`config.mk`:
```
export PLATFORM = sky130hd
export DESIGN_NAME = sync_ack_burst_tx_sequencer_unit
export DESIGN_NICKNAME = d
export VERILOG_FILES = /design/src/rtl/sats_pkg.sv /design/src/rtl/sync_ack_burst_tx_sequencer_unit.sv /design/src/rtl/sats_front.sv /design/src/rtl/sats_queue.sv /design/src/rtl/sats_back.sv
export VERILOG_INCLUDE_DIRS = /design/src /design/src/rtl
export SDC_FILE = /design/constraint.sdc
export NUM_CORES = 1
export LEC_CHECK = 0
export BUFFER_PORTS_ARGS = -buffer_cell sky130_fd_sc_hd__buf_2
export CAP_MARGIN = 20
export CORE_UTILIZATION = 35
export CTS_BUF_LIST = sky130_fd_sc_hd__clkbuf_16
export DETAILED_ROUTE_END_ITERATION = 8
export HOLD_SLACK_MARGIN = 0.05
export PLACE_DENSITY_LB_ADDON = 0.12
export SYNTH_ARGS = -nofsm -noshare
export SYNTH_HDL_FRONTEND = slang
export SYNTH_SLANG_ARGS = --single-unit
```
`constraint.sdc`:
```
create_clock -name clk -period 5.2 [get_ports clk]
set_input_delay 0.52 -clock clk [delete_from_list [all_inputs] [get_ports clk]]
set_output_delay 0.52 -clock clk [all_outputs]
set_load 0.02 [all_outputs]
```
`src/rtl/sync_ack_burst_tx_sequencer_unit_macros.svh`:
```
// ----------------------------------------------------------------------------
// sync ack burst tx sequencer assertion macros
// shared concurrent assertion forms, empty when SYNTH is defined
// ----------------------------------------------------------------------------
`ifndef SYNC_ACK_BURST_TX_SEQUENCER_UNIT_MACROS_SVH
`define SYNC_ACK_BURST_TX_SEQUENCER_UNIT_MACROS_SVH

`ifndef SYNTH
`define SATS_ASSERT_IMPL(label, clk, rst_n, ante, cons) \
	label: assert property (@(posedge clk) disable iff (!(rst_n)) (ante) |-> (cons)) \
		else $error("assertion failed");
`define SATS_ASSERT_NEXT(label, clk, rst_n, ante, cons) \
	label: assert property (@(posedge clk) disable iff (!(rst_n)) (ante) |=> (cons)) \
		else $error("assertion failed");
`else
`define SATS_ASSERT_IMPL(label, clk, rst_n, ante, cons)
`define SATS_ASSERT_NEXT(label, clk, rst_n, ante, cons)
`endif

`endif

```
`src/rtl/sats_pkg.sv`:
```
// ----------------------------------------------------------------------------
// sats_pkg
// types and constants shared by the sync ack burst tx sequencer
// ----------------------------------------------------------------------------
package sats_pkg;

	localparam int CFG_INDEX_W = 3;
	localparam int CFG_DATA_W  = 16;

	localparam logic [CFG_INDEX_W-1:0] CFG_CYCLE_PERIOD  = 3'd0;
	localparam logic [CFG_INDEX_W-1:0] CFG_ACK_TIMEOUT   = 3'd1;
	localparam logic [CFG_INDEX_W-1:0] CFG_RESP_WAIT     = 3'd2;
	localparam logic [CFG_INDEX_W-1:0] CFG_REPEAT_LIMIT  = 3'd3;
	localparam logic [CFG_INDEX_W-1:0] CFG_EXP_ACK0      = 3'd4;
	localparam logic [CFG_INDEX_W-1:0] CFG_EXP_ACK1      = 3'd5;
	localparam logic [CFG_INDEX_W-1:0] CFG_EXP_ACK2      = 3'd6;

	localparam logic [15:0] RST_CYCLE_PERIOD = 16'd500;
	localparam logic [15:0] RST_ACK_TIMEOUT  = 16'd2;
	localparam logic [15:0] RST_RESP_WAIT    = 16'd4;
	localparam logic [7:0]  RST_REPEAT_LIMIT = 8'd5;
	localparam logic [7:0]  RST_EXP_ACK0     = 8'h41;
	localparam logic [7:0]  RST_EXP_ACK1     = 8'h43;
	localparam logic [7:0]  RST_EXP_ACK2     = 8'h4B;

	localparam logic [1:0] FUNC_TICK    = 2'd0;
	localparam logic [1:0] FUNC_TX_DONE = 2'd1;
	localparam logic [1:0] FUNC_RX_DONE = 2'd2;

	localparam logic [3:0] CMD_TX_SYNC     = 4'd0;
	localparam logic [3:0] CMD_TX_END      = 4'd1;
	localparam logic [3:0] CMD_RX_START    = 4'd2;
	localparam logic [3:0] CMD_RX_END      = 4'd3;
	localparam logic [3:0] CMD_SCHED_EN    = 4'd4;
	localparam logic [3:0] CMD_TX_BURST    = 4'd5;
	localparam logic [3:0] CMD_SCHED_CFG   = 4'd6;
	localparam logic [3:0] CMD_TX_RESTART  = 4'd7;
	localparam logic [3:0] CMD_SCHED_DIS   = 4'd8;
	localparam logic [3:0] CMD_CYCLE_DONE  = 4'd9;

	typedef enum logic [2:0] {
		PH_IDLE,
		PH_SYNC_TX_WAIT,
		PH_ACK_WAIT,
		PH_RESP_WAIT,
		PH_BURST_WAIT
	} phase_t;

	typedef struct packed {
		logic [1:0] func;
		logic       rx_ok;
		logic [7:0] rx_byte0;
		logic [7:0] rx_byte1;
		logic [7:0] rx_byte2;
	} in_item_t;

	typedef struct packed {
		logic [3:0] command;
		logic [7:0] burst_index;
		logic       last;
	} out_item_t;

	typedef struct packed {
		logic [1:0] cnt;
		logic [3:0] cmd0;
		logic [3:0] cmd1;
		logic [3:0] cmd2;
		logic [7:0] burst_index;
	} job_t;

	typedef struct packed {
		logic push;
		job_t job;
	} push_req_t;

endpackage

```
`src/rtl/sync_ack_burst_tx_sequencer_unit.sv`:
```
// ----------------------------------------------------------------------------
// sync_ack_burst_tx_sequencer_unit
// initiator sync, ack and burst sequencer: events in, radio commands out
// ----------------------------------------------------------------------------
// the first command of an event passes the job queue, the back end's job register
// and the output register; one event per cycle in while the queue has room; the
// back end issues one command per cycle while not stalled, up to three per event
// a two-entry job queue lets events be taken while earlier commands drain
// reset: phase idle, timer saturated so the first event starts a cycle,
// pending flags, burst count and queue cleared, registers at their defaults
module sync_ack_burst_tx_sequencer_unit #(
	parameter int TIMER_WIDTH = 16
) (
	input  logic                             clk,
	input  logic                             arst_n,
	input  logic                             in_valid,
	input  sats_pkg::in_item_t               in_item,
	output logic                             in_stall,
	output logic                             out_valid,
	output sats_pkg::out_item_t              out_item,
	input  logic                             out_stall,
	input  logic                             cfg_we,
	input  logic [sats_pkg::CFG_INDEX_W-1:0] cfg_index,
	input  logic [sats_pkg::CFG_DATA_W-1:0]  cfg_data
);
	import sats_pkg::*;

	push_req_t push_req;
	logic      q_full;
	logic      q_valid;
	job_t      q_job;
	logic      pop;

	sats_front #(
		.TIMER_WIDTH(TIMER_WIDTH)
	) u_front (
		.clk      (clk),
		.arst_n   (arst_n),
		.in_valid (in_valid),
		.in_item  (in_item),
		.in_stall (in_stall),
		.cfg_we   (cfg_we),
		.cfg_index(cfg_index),
		.cfg_data (cfg_data),
		.q_full   (q_full),
		.push_req (push_req)
	);

	sats_queue u_queue (
		.clk     (clk),
		.arst_n  (arst_n),
		.push_req(push_req),
		.full    (q_full),
		.q_valid (q_valid),
		.q_job   (q_job),
		.pop     (pop)
	);

	sats_back u_back (
		.clk      (clk),
		.arst_n   (arst_n),
		.q_valid  (q_valid),
		.q_job    (q_job),
		.pop      (pop),
		.out_valid(out_valid),
		.out_item (out_item),
		.out_stall(out_stall)
	);

endmodule

```
`src/rtl/sats_front.sv`:
```
// ----------------------------------------------------------------------------
// sats_front
// accepts events, keeps the timer, pending flags and phase, and turns each
// event into a job of up to three radio commands
// ----------------------------------------------------------------------------
module sats_front #(
	parameter int TIMER_WIDTH = 16
) (
	input  logic                               clk,
	input  logic                               arst_n,
	input  logic                               in_valid,
	input  sats_pkg::in_item_t                 in_item,
	output logic                               in_stall,
	input  logic                               cfg_we,
	input  logic [sats_pkg::CFG_INDEX_W-1:0]   cfg_index,
	input  logic [sats_pkg::CFG_DATA_W-1:0]    cfg_data,
	input  logic                               q_full,
	output sats_pkg::push_req_t                push_req
);
	import sats_pkg::*;

	localparam int CMP_W = (TIMER_WIDTH > 16) ? TIMER_WIDTH : 16;

	logic [15:0] cycle_period_q;
	logic [15:0] ack_timeout_q;
	logic [15:0] resp_wait_q;
	logic [7:0]  repeat_limit_q;
	logic [7:0]  exp_ack0_q;
	logic [7:0]  exp_ack1_q;
	logic [7:0]  exp_ack2_q;

	phase_t                 phase_q, phase_d;
	logic [TIMER_WIDTH-1:0] elapsed_q, elapsed_d;
	logic [7:0]             burst_q, burst_d;
	logic                   tx_pend_q, tx_pend_d;
	logic                   rx_pend_q, rx_pend_d;
	logic                   ack_good_q, ack_good_d;
	logic                   in_fire;
	logic [CMP_W-1:0]       el_ext;
	logic [8:0]             burst_next;
	job_t                   job;

	assign in_stall = q_full;
	assign in_fire  = in_valid && !in_stall;

	always_ff @(posedge clk or negedge arst_n) begin
		if (!arst_n) begin
			cycle_period_q <= RST_CYCLE_PERIOD;
			ack_timeout_q  <= RST_ACK_TIMEOUT;
			resp_wait_q    <= RST_RESP_WAIT;
			repeat_limit_q <= RST_REPEAT_LIMIT;
			exp_ack0_q     <= RST_EXP_ACK0;
			exp_ack1_q     <= RST_EXP_ACK1;
			exp_ack2_q     <= RST_EXP_ACK2;
		end else if (cfg_we) begin
			unique case (cfg_index)
				CFG_CYCLE_PERIOD: cycle_period_q <= cfg_data;
				CFG_ACK_TIMEOUT:  ack_timeout_q  <= cfg_data;
				CFG_RESP_WAIT:    resp_wait_q    <= cfg_data;
				CFG_REPEAT_LIMIT: repeat_limit_q <= cfg_data[7:0];
				CFG_EXP_ACK0:     exp_ack0_q     <= cfg_data[7:0];
				CFG_EXP_ACK1:     exp_ack1_q     <= cfg_data[7:0];
				CFG_EXP_ACK2:     exp_ack2_q     <= cfg_data[7:0];
				default: ;
			endcase
		end
	end

	always_ff @(posedge clk or negedge arst_n) begin
		if (!arst_n) begin
			phase_q    <= PH_IDLE;
			elapsed_q  <= '1;
			burst_q    <= '0;
			tx_pend_q  <= 1'b0;
			rx_pend_q  <= 1'b0;
			ack_good_q <= 1'b0;
		end else if (in_fire) begin
			phase_q    <= phase_d;
			elapsed_q  <= elapsed_d;
			burst_q    <= burst_d;
			tx_pend_q  <= tx_pend_d;
			rx_pend_q  <= rx_pend_d;
			ack_good_q <= ack_good_d;
		end
	end

	always_comb begin
		elapsed_d  = elapsed_q;
		tx_pend_d  = tx_pend_q;
		rx_pend_d  = rx_pend_q;
		ack_good_d = ack_good_q;
		burst_d    = burst_q;
		phase_d    = phase_q;
		job        = '0;

		// event update before the phase acts
		case (in_item.func)
			FUNC_TICK: begin
				if (elapsed_q != '1) begin
					elapsed_d = elapsed_q + TIMER_WIDTH'(1);
				end
			end
			FUNC_TX_DONE: tx_pend_d = 1'b1;
			FUNC_RX_DONE: begin
				rx_pend_d  = 1'b1;
				ack_good_d = in_item.rx_ok && (in_item.rx_byte0 == exp_ack0_q)
					&& (in_item.rx_byte1 == exp_ack1_q)
					&& (in_item.rx_byte2 == exp_ack2_q);
			end
			default: ;
		endcase

		el_ext     = CMP_W'(elapsed_d);
		burst_next = {1'b0, burst_q} + 9'd1;

		unique case (phase_q)
			PH_IDLE: begin
				if (el_ext >= CMP_W'(cycle_period_q)) begin
					job.cnt  = 2'd1;
					job.cmd0 = CMD_TX_SYNC;
					phase_d  = PH_SYNC_TX_WAIT;
				end
			end
			PH_SYNC_TX_WAIT: begin
				if (tx_pend_d) begin
					tx_pend_d = 1'b0;
					job.cnt   = 2'd2;
					job.cmd0  = CMD_TX_END;
					job.cmd1  = CMD_RX_START;
					elapsed_d = '0;
					phase_d   = PH_ACK_WAIT;
				end
			end
			PH_ACK_WAIT: begin
				if (el_ext >= CMP_W'(ack_timeout_q)) begin
					job.cnt  = 2'd2;
					job.cmd0 = CMD_RX_END;
					job.cmd1 = CMD_TX_SYNC;
					phase_d  = PH_SYNC_TX_WAIT;
				end else if (rx_pend_d) begin
					rx_pend_d = 1'b0;
					job.cmd0  = CMD_RX_END;
					if (ack_good_d) begin
						job.cnt   = 2'd1;
						elapsed_d = '0;
						phase_d   = PH_RESP_WAIT;
					end else begin
						job.cnt  = 2'd2;
						job.cmd1 = CMD_TX_SYNC;
						phase_d  = PH_SYNC_TX_WAIT;
					end
				end
			end
			PH_RESP_WAIT: begin
				if (el_ext >= CMP_W'(resp_wait_q)) begin
					job.cnt  = 2'd2;
					job.cmd0 = CMD_SCHED_EN;
					job.cmd1 = CMD_TX_BURST;
					phase_d  = PH_BURST_WAIT;
				end
			end
			PH_BURST_WAIT: begin
				if (tx_pend_d) begin
					tx_pend_d = 1'b0;
					if (burst_next <= {1'b0, repeat_limit_q}) begin
						burst_d  = burst_next[7:0];
						job.cnt  = 2'd2;
						job.cmd0 = CMD_SCHED_CFG;
						job.cmd1 = CMD_TX_RESTART;
					end else begin
						burst_d   = '0;
						job.cnt   = 2'd3;
						job.cmd0  = CMD_SCHED_DIS;
						job.cmd1  = CMD_TX_END;
						job.cmd2  = CMD_CYCLE_DONE;
						elapsed_d = '0;
						phase_d   = PH_IDLE;
					end
				end
			end
			default: phase_d = PH_IDLE;
		endcase

		job.burst_index = burst_d;
	end

	assign push_req.push = in_fire && (job.cnt != 2'd0);
	assign push_req.job  = job;

endmodule

```
`src/rtl/sats_queue.sv`:
```
// ----------------------------------------------------------------------------
// sats_queue
// two-entry job queue between the event front and the command back end
// ----------------------------------------------------------------------------
`include "sync_ack_burst_tx_sequencer_unit_macros.svh"

module sats_queue (
	input  logic                clk,
	input  logic                arst_n,
	input  sats_pkg::push_req_t push_req,
	output logic                full,
	output logic                q_valid,
	output sats_pkg::job_t      q_job,
	input  logic                pop
);
	import sats_pkg::*;

	localparam int DEPTH = 2;
	localparam int PTR_W = $clog2(DEPTH);

	job_t             mem_q [DEPTH];
	logic [PTR_W-1:0] wr_ptr_q;
	logic [PTR_W-1:0] rd_ptr_q;
	logic [PTR_W:0]   count_q;

	assign full    = (count_q == (PTR_W+1)'(DEPTH));
	assign q_valid = (count_q != '0);
	assign q_job   = mem_q[rd_ptr_q];

	always_ff @(posedge clk) begin
		if (push_req.push) begin
			mem_q[wr_ptr_q] <= push_req.job;
		end
	end

	always_ff @(posedge clk or negedge arst_n) begin
		if (!arst_n) begin
			wr_ptr_q <= '0;
			rd_ptr_q <= '0;
			count_q  <= '0;
		end else begin
			if (push_req.push) begin
				wr_ptr_q <= wr_ptr_q + PTR_W'(1);
			end
			if (pop) begin
				rd_ptr_q <= rd_ptr_q + PTR_W'(1);
			end
			case ({push_req.push, pop})
				2'b10:   count_q <= count_q + (PTR_W+1)'(1);
				2'b01:   count_q <= count_q - (PTR_W+1)'(1);
				default: ;
			endcase
		end
	end

	`SATS_ASSERT_IMPL(a_count_bound, clk, arst_n, 1'b1, count_q <= (PTR_W+1)'(DEPTH))
	`SATS_ASSERT_IMPL(a_no_overflow, clk, arst_n, push_req.push, !full || pop)
	`SATS_ASSERT_IMPL(a_no_underflow, clk, arst_n, pop, q_valid)

endmodule

```
`src/rtl/sats_back.sv`:
```
// ----------------------------------------------------------------------------
// sats_back
// takes jobs from the queue and issues their commands one per cycle through
// the output register while not stalled, marking each job's final command
// ----------------------------------------------------------------------------
`include "sync_ack_burst_tx_sequencer_unit_macros.svh"

module sats_back (
	input  logic                clk,
	input  logic                arst_n,
	input  logic                q_valid,
	input  sats_pkg::job_t      q_job,
	output logic                pop,
	output logic                out_valid,
	output sats_pkg::out_item_t out_item,
	input  logic                out_stall
);
	import sats_pkg::*;

	job_t      job_q;
	logic      have_job_q;
	logic [1:0] idx_q;
	logic      out_valid_q;
	out_item_t out_item_q;
	logic      adv;
	logic      job_last;
	logic [3:0] cur_cmd;

	assign adv      = !out_valid_q || !out_stall;
	assign job_last = (idx_q == job_q.cnt - 2'd1);
	assign pop      = q_valid && (!have_job_q || (adv && job_last));

	always_comb begin
		case (idx_q)
			2'd0:    cur_cmd = job_q.cmd0;
			2'd1:    cur_cmd = job_q.cmd1;
			default: cur_cmd = job_q.cmd2;
		endcase
	end

	always_ff @(posedge clk or negedge arst_n) begin
		if (!arst_n) begin
			have_job_q  <= 1'b0;
			idx_q       <= '0;
			out_valid_q <= 1'b0;
		end else begin
			if (adv) begin
				out_valid_q <= have_job_q;
			end
			if (pop) begin
				have_job_q <= 1'b1;
				idx_q      <= '0;
			end else if (adv && have_job_q) begin
				if (job_last) begin
					have_job_q <= 1'b0;
				end
				idx_q <= idx_q + 2'd1;
			end
		end
	end

	always_ff @(posedge clk) begin
		if (pop) begin
			job_q <= q_job;
		end
		if (adv && have_job_q) begin
			out_item_q.command     <= cur_cmd;
			out_item_q.burst_index <= job_q.burst_index;
			out_item_q.last        <= job_last;
		end
	end

	assign out_valid = out_valid_q;
	assign out_item  = out_item_q;

	`SATS_ASSERT_IMPL(a_idx_in_job, clk, arst_n, have_job_q, idx_q < job_q.cnt)
	`SATS_ASSERT_IMPL(a_job_nonempty, clk, arst_n, have_job_q, job_q.cnt != 2'd0)
	`SATS_ASSERT_NEXT(a_last_drops_job, clk, arst_n,
		adv && have_job_q && job_last && !pop, !have_job_q)

endmodule

```
Yosys cells after proc, flatten, opt, wreduce, memory -nomap -nowiden

Memories as Yosys holds them, arrays and structs flattened. A register that Yosys moved wholly into a read port is not among the register bits.
Cells that the tools add are included.

Bits in registers: 131
Bits in writable memories: 44
Output and inout port bits: 15
Memories kept: 1

Add/subtract/negate cells: 8
Order comparisons: 4
Equal/unequal tests: 27
Mux-type cells: 48
Reduce and logical (&&, ||, !) cells: 33

Memories:

| name          | depth | bits a word | read ports | clocked after memory_dff | wr ports | line             | RTL |
|---|---|---|---|---|---|---|---|
| u_queue.mem_q | 2     | 22          | 1          | 1                        | 1        | sats_queue.sv:21 | `job_t mem_q [DEPTH];` |

Operator list:

| kind                                                                  | number |
|---|---|
| 16-bit two-way mux                                                    | 8 |
| 16-bit greater-or-equal comparator                                    | 3 |
| 16-bit one-hot mux with 3 select lines                                | 1 |
| 10-bit two-way mux                                                    | 4 |
| 6-bit one-hot mux with 5 select lines                                 | 1 |
| 8-bit equality test                                                   | 3 |
| 8-bit two-way mux                                                     | 3 |
| 3-bit two-way mux                                                     | 7 |
| 16-bit by 1-bit adder with 16-bit output, second input constant       | 1 |
| 16-bit != test, second input constant                                 | 1 |
| 4-bit one-hot mux with 4 select lines                                 | 1 |
| 2-bit AND reduction                                                   | 8 |
| 3-bit one-hot mux with 5 select lines                                 | 1 |
| 14-bit two-way mux                                                    | 1 |
| 3-bit by 2-bit equality test with 1-bit output, second input constant | 4 |
| 3-bit equality test, second input constant                            | 4 |
| 1-bit two-way mux                                                     | 11 |
| 2-bit nonzero test                                                    | 5 |
| 8-bit by 1-bit adder with 9-bit output, second input constant         | 1 |
| 9-bit by 8-bit less-or-equal comparator with 1-bit output             | 1 |
| 9-bit two-way mux                                                     | 1 |
| 1-bit logical AND                                                     | 8 |
| 2-bit two-way mux                                                     | 4 |
| 4-bit two-way mux                                                     | 2 |
| 19 further kinds                                                      | 36 |

Depth between registers and ports, before layout

Gate-level depths: netlist of run 1.

Word-level depth: 13
Depth in mapped cells: 19
Depth with buffers taken out: 19

Hierarchy

Synthesis of run 1 repeated with hierarchy kept, for this count alone.

Cells, all modules: 881
Area, all modules: 9980.8 µm²

By module, submodules not included:

| module     | instances | cells an instance | area each (µm²) | seq. area each (µm²) |
|---|---|---|---|---|
| sats_front | 1         | 724               | 6836.6          | 2796.4 |
| sats_queue | 1         | 84                | 1778.0          | 1421.4 |
| sats_back  | 1         | 73                | 1366.3          | 1151.1 |

Least setup slack after synthesis of run 1

OpenSTA, ideal clock, no wires.

Kind: register -> register
Start: register u_front.elapsed_q[3]
End: memory u_queue.mem_q[0][0] (netlist bit) (enable)
Library setup time: 0.392 ns
Arrival time: 4.299 ns
Slack: 0.508 ns
Stages on the path, launching flop included: 14
Clock period less this slack: 4.692 ns
Cells stage by stage: dfstp_2 buf_2 nand3_1 nor4_1 a311oi_2 xnor2_1 ha_1 nand2b_4 a2111o_1 a31oi_2 nand2_2 or4_4 and2_4 a211oi_2

Word-level cells in the longest chain between the ends: 10

Ends and longest elaborated chain:

| item                                                                       | line                                                    | RTL |
|---|---|---|
| start, declared                                                            | sats_front.sv:33                                        | `logic [TIMER_WIDTH-1:0] elapsed_q, elapsed_d;` |
| start signal, assigned                                                     | sats_front.sv:79                                        | `elapsed_q <= elapsed_d;` |
| 16-bit by 1-bit adder with 16-bit output or 16-bit != test (tied branches) | sats_front.sv:100, sats_front.sv:99                     |  |
| 16-bit two-way mux                                                         | sats_front.sv:99                                        | `if (elapsed_q != '1) begin` |
| 16-bit two-way mux *                                                       | sats_front.sv:97                                        | `case (in_item.func)` |
| 16-bit greater-or-equal comparator (on tied branches)                      | sats_front.sv:135, sats_front.sv:118, sats_front.sv:155 |  |
| 10-bit two-way mux, or another cell as far along                           | sats_front.sv:135                                       | `if (el_ext >= CMP_W'(ack_timeout_q)) begin` |
| 6-bit one-hot mux with 5 select lines *                                    | sats_front.sv:116                                       | `unique case (phase_q)` |
| 2-bit nonzero test *                                                       | sats_front.sv:187                                       | `assign push_req.push = in_fire && (job.cnt != 2'd0);` |
| 1-bit logical AND *                                                        | sats_front.sv:187                                       |  |
| 1-bit two-way mux *                                                        | sats_queue.sv:31                                        | `if (push_req.push) begin` |
| 1-bit two-way mux (implied by the code) *                                  | sats_queue.sv:32                                        | `mem_q[wr_ptr_q] <= push_req.job;` |
| end, declared                                                              | sats_queue.sv:21                                        |  |

Mark *: on every way between the ends. The rest lies on a longest branch, timed or not.

Worst setup path in the final report of run 1

Start: register u_front.elapsed_q[3]
End: register u_queue.count_q[1]

Word-level cells in the longest chain between the ends: 10

Ends and longest elaborated chain:

| item                                                                                  | line                                                    | RTL |
|---|---|---|
| 16-bit by 1-bit adder with 16-bit output or 16-bit != test (tied branches)            | sats_front.sv:100, sats_front.sv:99                     |  |
| 16-bit two-way mux                                                                    | sats_front.sv:99                                        |  |
| 16-bit two-way mux *                                                                  | sats_front.sv:97                                        |  |
| 16-bit greater-or-equal comparator (on tied branches)                                 | sats_front.sv:135, sats_front.sv:118, sats_front.sv:155 |  |
| 10-bit two-way mux, or another cell as far along                                      | sats_front.sv:135                                       |  |
| 6-bit one-hot mux with 5 select lines *                                               | sats_front.sv:116                                       |  |
| 2-bit nonzero test *                                                                  | sats_front.sv:187                                       |  |
| 1-bit logical AND *                                                                   | sats_front.sv:187                                       |  |
| 2-bit by 1-bit equality test with 1-bit output or 2-bit equality test (tied branches) | sats_queue.sv:48                                        | `case ({push_req.push, pop})` |
| 2-bit one-hot mux with 2 select lines or 2-bit nonzero test (tied branches)           | -                                                       |  |
| end signal, assigned                                                                  | sats_queue.sv:49                                        | `2'b10: count_q <= count_q + (PTR_W+1)'(1);` |
| end signal, assigned                                                                  | sats_queue.sv:50                                        | `2'b01: count_q <= count_q - (PTR_W+1)'(1);` |
| end, declared                                                                         | sats_queue.sv:24                                        | `logic [PTR_W:0] count_q;` |

Marked as above.
A chain may end at the register's enable or synchronous reset.

==> results.tsv, run 1 <==
metric	value	unit
status	finished, final reports clean	
final_cells	1303	
cp_slowest_cell	dfstp_2	
die_w	167.1	um
drt_iter0_drc	301	
finalCritPeriodShare	0.9099	
tightest_slew	0.9210	ns
cp-end-kind	register	
grt.overflow.total	0	
synth.area.top_cells	dfrtp_1 (22%), edfxtp_1 (21%), dfstp_2 (9.6%)	
switching_power	0.001577	W
finClkSkew	0.02540	ns
synth_flop_cell	dfrtp_1	
drive_gt1_frac	0.2362	
async_reset_ff_frac	0.6378	
pin_count	66	
power_frac_comb	0.266	
crit_required	5.56	ns
setup_tns	0	ns
dpl.hpwl	14960	um
final_common_cell	nand2_1	
start_kind	register	
cts_buffers	17	
cts-root-buf	clkbuf_16	
rsz0062_at_grt	no	
clk_pin_slew	0.09	ns
p_seq_frac	0.442	
power.leakage	4.589	nW
ys_ff_latch	185	
num_rows	60	
pwr-share-clk	0.292	
cts_tree	yes	
path_common_cell	ha_1	
area_delta_synth_final	15.05	%
ys_types	66	
sw_frac_of_total	0.3317	
critPathMaxFanout	9	
crit_chain	nand3_1 > nor4_2 > a311oi_4 > xnor2_1 > ha_1 > nand2b_4 > a2111o_1 > a31oi_2 > nand2_2 > or4_4 > and2_4 > a21o_2 > ha_1 > nor2_1 > xor2_1	
layout_common_cells	nand2_1 (110), dfrtp_1 (83), o21ai_0 (68), inv_1 (67), edfxtp_1 (67)	
synth_cells	874	
cts.sinks	185	
synth_area	9538	sq um
avgSynthCellArea	10.91	sq um
synth_nets	986	
p_int	0.003178	W
cts_hold_buffers	0	
vias	6373	
synth_top_area_cell	dfrtp_1	
die-area	27920	sq um
insertion_delay	0.45	ns
peakVddDrop	203.1	uV
path_class	register to register	
ys_seq_area_frac	0.5251	
port_buffers	65	
cp_slowest_stage_delay	0.61	ns
grt_max_degree	54	
antenna_found_initial	0	
grt_pass1_vias	6316	
grt_pass1_wl	34480	um
crit_family	simple AND/OR/NAND/NOR gates	
drc	0	
die_y	167.1	um
cap_violations	0	
synth_top_area_share	0.2178	
vias_per_cell	4.891	
gp_congestion	0.8144	
finalHoldViolCount	0	
synth_edf_count	67	
htreeDepth	4	
clk_path_buf_depth	2	
dr.pass1.iters	4	
hold_ws	0.1433	ns
min_period	4.732	ns
grt_usage	0.1591	
start_util	0.3549	
route.antenna.remaining_nets	0	
arrival	5.09	ns
num-fill-cells	2600	
path_buf_inv	0	
max_slew_margin	0.3845	
num-nets-final	1060	
fmax	211.3	MHz
post_drt_wl_per_cell	15.97	um
ys_warn_count	0	
min_path_type	primary input to async pin	
powerDensity	433.3	nW/um^2
final_max_slew_viol_count	0	
core	26880	sq um
setup_viol	0	
numPlacedInstances	1269	
routed_wl	20810	um
-- path summary, 6_finish.rpt --
check / startpoint / to / slack [ns] / cells after the start
hold / removal: arst_n / u_queue.rd_ptr_q / 0.14 / 1
hold reg to reg: u_back.job_q[0] / u_back.out_item[1] / 0.42 / 0
setup reg to reg: u_front.elapsed_q[3] / u_queue.count_q[1] / 0.47 / 15
setup / recovery: u_front.elapsed_q[3] / u_queue.count_q[1] / 0.47 / 15
max in group asynchronous: arst_n / u_front.cycle_period_q[7] / 4.04 / 2
min in group clk: cfg_data[12] / u_front.ack_timeout_q[12] / 0.31 / 3
-- final cells by class --
class,count,area [sq um],area share
Inverter,67,251.5,0.02292
Timing Repair Buffer,80,447.9,0.04082
Clock buffer,17,425.4,0.03877
Clock inverter,15,205.2,0.01870
Sequential cell,185,5009,0.4564
Multi-Input combinational cell,597,4205,0.3832
Tap cell,341,426.7,0.03888
Antenna cell,1,2.502,0.0002281
-- sequential cells by signal, indices dropped and copies added, names as in the netlist, 2 cells and up --
signal	cells
u_queue.mem_q	36
u_front.resp_wait_q	16
u_front.ack_timeout_q	16
u_front.exp_ack1_q	8
u_back.idx_q	2
u_front.elapsed_q	16
u_front.burst_q	8
u_front.exp_ack0_q	8
u_queue.count_q	2
u_front.exp_ack2_q	8
u_front.phase_q	3
u_front.repeat_limit_q	8
u_back.job_q	18
u_front.cycle_period_q	16
u_back.out_item	13
-- synthesized netlist by cell type, drive strengths merged, types with 7 or more instances --
cell / n
inv: 67
nand2: 111
nor2: 49
nand4: 20
clkbuf: 20
nor3: 18
xor2: 16
o21ai: 68
and2: 9
mux2: 57
edfxtp: 67
xnor2: 41
dfrtp: 83
dfstp: 35
a21oi: 31
nand3: 17
nand2b: 10
a211oi: 7
ha: 61
-- layer usage --
layer	share of wire	track usage	wire [um]
met2	0.44	0.2429	9235
met3	0.034	0.03612	714
met4	0.013	0.04106	275
met1	0.51	0.2266	10580
met5	0	0	0
-- metrics by stage --
| stage | util | setup WS [ns] | total power (W) | instance area [sq um] |
|---|---|---|---|---|
| final | 0.4083 | 0.4684 | 0.004755 | 10970 |
| after global routing | 0.4082 | 0.05561 | 0.005078 | 10970 |
| after CTS | 0.4070 | 0.3612 | 0.004822 | 10940 |
| after detailed placement | 0.3835 | 0.4071 | 0.003396 | 10310 |
| after global placement | 0.3835 | 0.4344 | 0.003397 | 10310 |
| after floorplan | - | 0.5084 | 0.003036 | 9538 |
-- cell families after synthesis --
family | count (synthesis) | synth area share
muxes | 60 | 0.07045
adders and majority gates | 61 | 0.08002
xor gates and xnor gates | 57 | 0.05234
and+or+nand+nor | 263 | 0.1313
DFF | 185 | 0.5251
AOI/OAI and AO/OA | 156 | 0.1030
buffers and inverters | 92 | 0.03778
-- repair_timing --
item                                    in CTS  in global routing
endpoints found under the setup margin       0                 19
setup buffers                                0                  0
gates resized for setup                      0                  2
-- power groups by stage --
stage	sequential, W	clock [W]	combinational [W]
5_1_grt	0.00215	0.00149	0.00144
3_3_place_gp	0.00213	0	0.00127
4_1_cts	0.00211	0.00144	0.00127
6_report	0.00210	0.00139	0.00126
2_1_floorplan	0.00210	0	0.000932
3_5_place_dp	0.00214	0	0.00126
(Power assumes the default switching activity.)
==> run 2: changes to the inputs <==
- clock period: 5.2 -> 5 ns (I/O delays scaled with it)
==> run 2 against run 1 <==
Effect of this change: worst setup slack worse by 0.18 ns; wire length is 0.80% higher; register-to-register slack worse by 0.18 ns; die area stayed put; worst hold slack worse by 0.099 ns; core utilization is 0.18 points higher; critical path depth stayed put; maximum frequency is 0.52% higher; count of clock-buffer cells in the layout stayed put; clock skew is 0.012 ns lower; total power is 3.5% higher.
==> results.tsv, run 2 (synthesized netlist as in run 1, its figures left out) <==
metric	value	unit
arrival	5.06	ns
cap_violations	0	
htreeDepth	4	
placed_cell_area	10340	sq um
peakVddDrop	249.8	uV
finClkSkew	0.01308	ns
postLayoutCellArea	11020	sq um
vias_per_cell	4.893	
setup_viol	0	
tightest_slew	0.9413	ns
post_drt_wl_per_cell	16.06	um
area_delta_synth_final	15.55	%
final_max_slew_viol_count	0	
grt_pass1_vias	6141	
drt_iter0_drc	418	
critPathMaxFanout	9	
cts.sinks	185	
die-area	27920	sq um
largest_registers	u_queue.mem_q: 36 flops, u_back.job_q: 18 flops	
clk_path_buf_depth	2	
layout_common_cells	nand2_1 (110), dfrtp_1 (83), o21ai_0 (68), inv_1 (67), edfxtp_1 (67)	
clk_pin_slew	0.08	ns
pwr-share-clk	0.284	
min_period	4.707	ns
power.leakage	4.617	nW
grt_pass1_wl	34130	um
numPlacedInstances	1270	
insertion_delay	0.43	ns
start_util	0.3549	
finalCritPeriodShare	0.9414	
path_class	register to register	
cts_buffers	17	
crit_required	5.36	ns
cts_tree	yes	
cp_slowest_stage_delay	0.62	ns
fin_util	0.4101	
num-nets-final	1063	
die_y	167.1	um
port_buffers	65	
antenna_found_initial	1	
grt.overflow.total	0	
status	finished, final reports clean	
pin_count	66	
p_seq_frac	0.444	
die_w	167.1	um
powerDensity	446.4	nW/um^2
num_rows	60	
cp-end-kind	register	
switching_power	0.001659	W
sw_frac_of_total	0.3371	
min_path_type	primary input to async pin	
finalHoldViolCount	0	
dr.pass1.iters	5	
path_common_cell	ha_1	
largest_reg_flops	36	
core	26880	sq um
power_frac_comb	0.272	
grt_usage	0.1581	
largest-register	u_queue.mem_q	
fmax	212.5	MHz
routed_wl	20970	um
p_int	0.003261	W
rsz0062_at_grt	no	
cts-root-buf	clkbuf_16	
route.antenna.remaining_nets	0	
vias	6390	
setup_tns	0	ns
gp_congestion	0.7904	
cp_slowest_cell	dfstp_2	
num-fill-cells	2593	
preCtsSetupSlack	0.2206	ns
drive_gt1_frac	0.2396	
grt_max_degree	44	
start_kind	register	
max_slew_margin	0.3709	
final_common_cell	nand2_1	
setup_ws	0.2931	ns
final_cells	1306	
dpl.hpwl	14950	um
drc	0	
crit_chain	nand3_1 > nor4_4 > a311oi_4 > xnor2_1 > ha_1 > nand2b_4 > a2111o_1 > a31oi_2 > nand2_2 > or4_4 > and2_4 > a21o_2 > ha_1 > nor2_1 > xor2_1	
run 2: timing repair:
item,CTS,global route
hold buffers,0,0
gates resized for setup,0,6
endpoints found under the setup margin,0,38
setup buffers,0,2
run 2: final cells by class:
class                      count  area, sq um  share of cell area
multi-input combinational    597         4227              0.3835
antenna                        1        2.502           0.0002271
sequential                   185         5009              0.4545
clock inverter                15        183.9             0.01669
clock buffer                  17        425.4             0.03860
tap                          341        426.7             0.03871
timing repair buffer          83        495.5             0.04496
inverter                      67        251.5             0.02282
run 2: routing by layer:
layer,global-route usage,part of all wire
met1,0.2272,0.52
met2,0.2460,0.44
met3,0.02875,0.029
met4,0.03704,0.0095
met5,0,0.00081
run 2: power groups by stage:
stage,clock network [W],registers (W),logic (W)
6_report,0.00140,0.00218,0.00134
3_5_place_dp,0,0.00222,0.00133
4_1_cts,0.00143,0.00219,0.00134
3_3_place_gp,0,0.00221,0.00133
2_1_floorplan,0,0.00219,0.000969
5_1_grt,0.00150,0.00223,0.00151
run 2: final timing paths:
| kind | start | to | slack, ns | depth (start not counted) |
|---|---|---|---|---|
| worst max register to register | u_front.elapsed_q[3] | u_queue.count_q[1] | 0.29 | 15 |
| worst min-delay path | arst_n | u_queue.rd_ptr_q | 0.04 | 1 |
| min in group clk | cfg_data[10] | u_front.resp_wait_q[10] | 0.29 | 3 |
| max in group asynchronous | arst_n | u_front.cycle_period_q[7] | 3.95 | 2 |
| worst min register to register | u_back.job_q[6] | u_back.out_item[7] | 0.42 | 0 |
| worst max-delay path | u_front.elapsed_q[3] | u_queue.count_q[1] | 0.29 | 15 |
run 2: critical path: cells and delay by family (launching register included):
family / cells / cell delay, ns
AOI/OAI and AO/OA: 4 / 1.02
xor gates and xnor gates: 2 / 0.54
adders and majority gates: 2 / 0.63
DFF: 1 / 0.62
and+or+nand+nor: 7 / 1.82
run 2: stage by stage:
step	hold WS (ns)	power (W)
2_1_floorplan	0.2044	0.003157
3_3_place_gp	0.4035	0.003541
3_5_place_dp	0.4054	0.003544
4_1_cts	0.06583	0.004961
5_1_grt	0.07595	0.005240
6_report	0.04473	0.004920
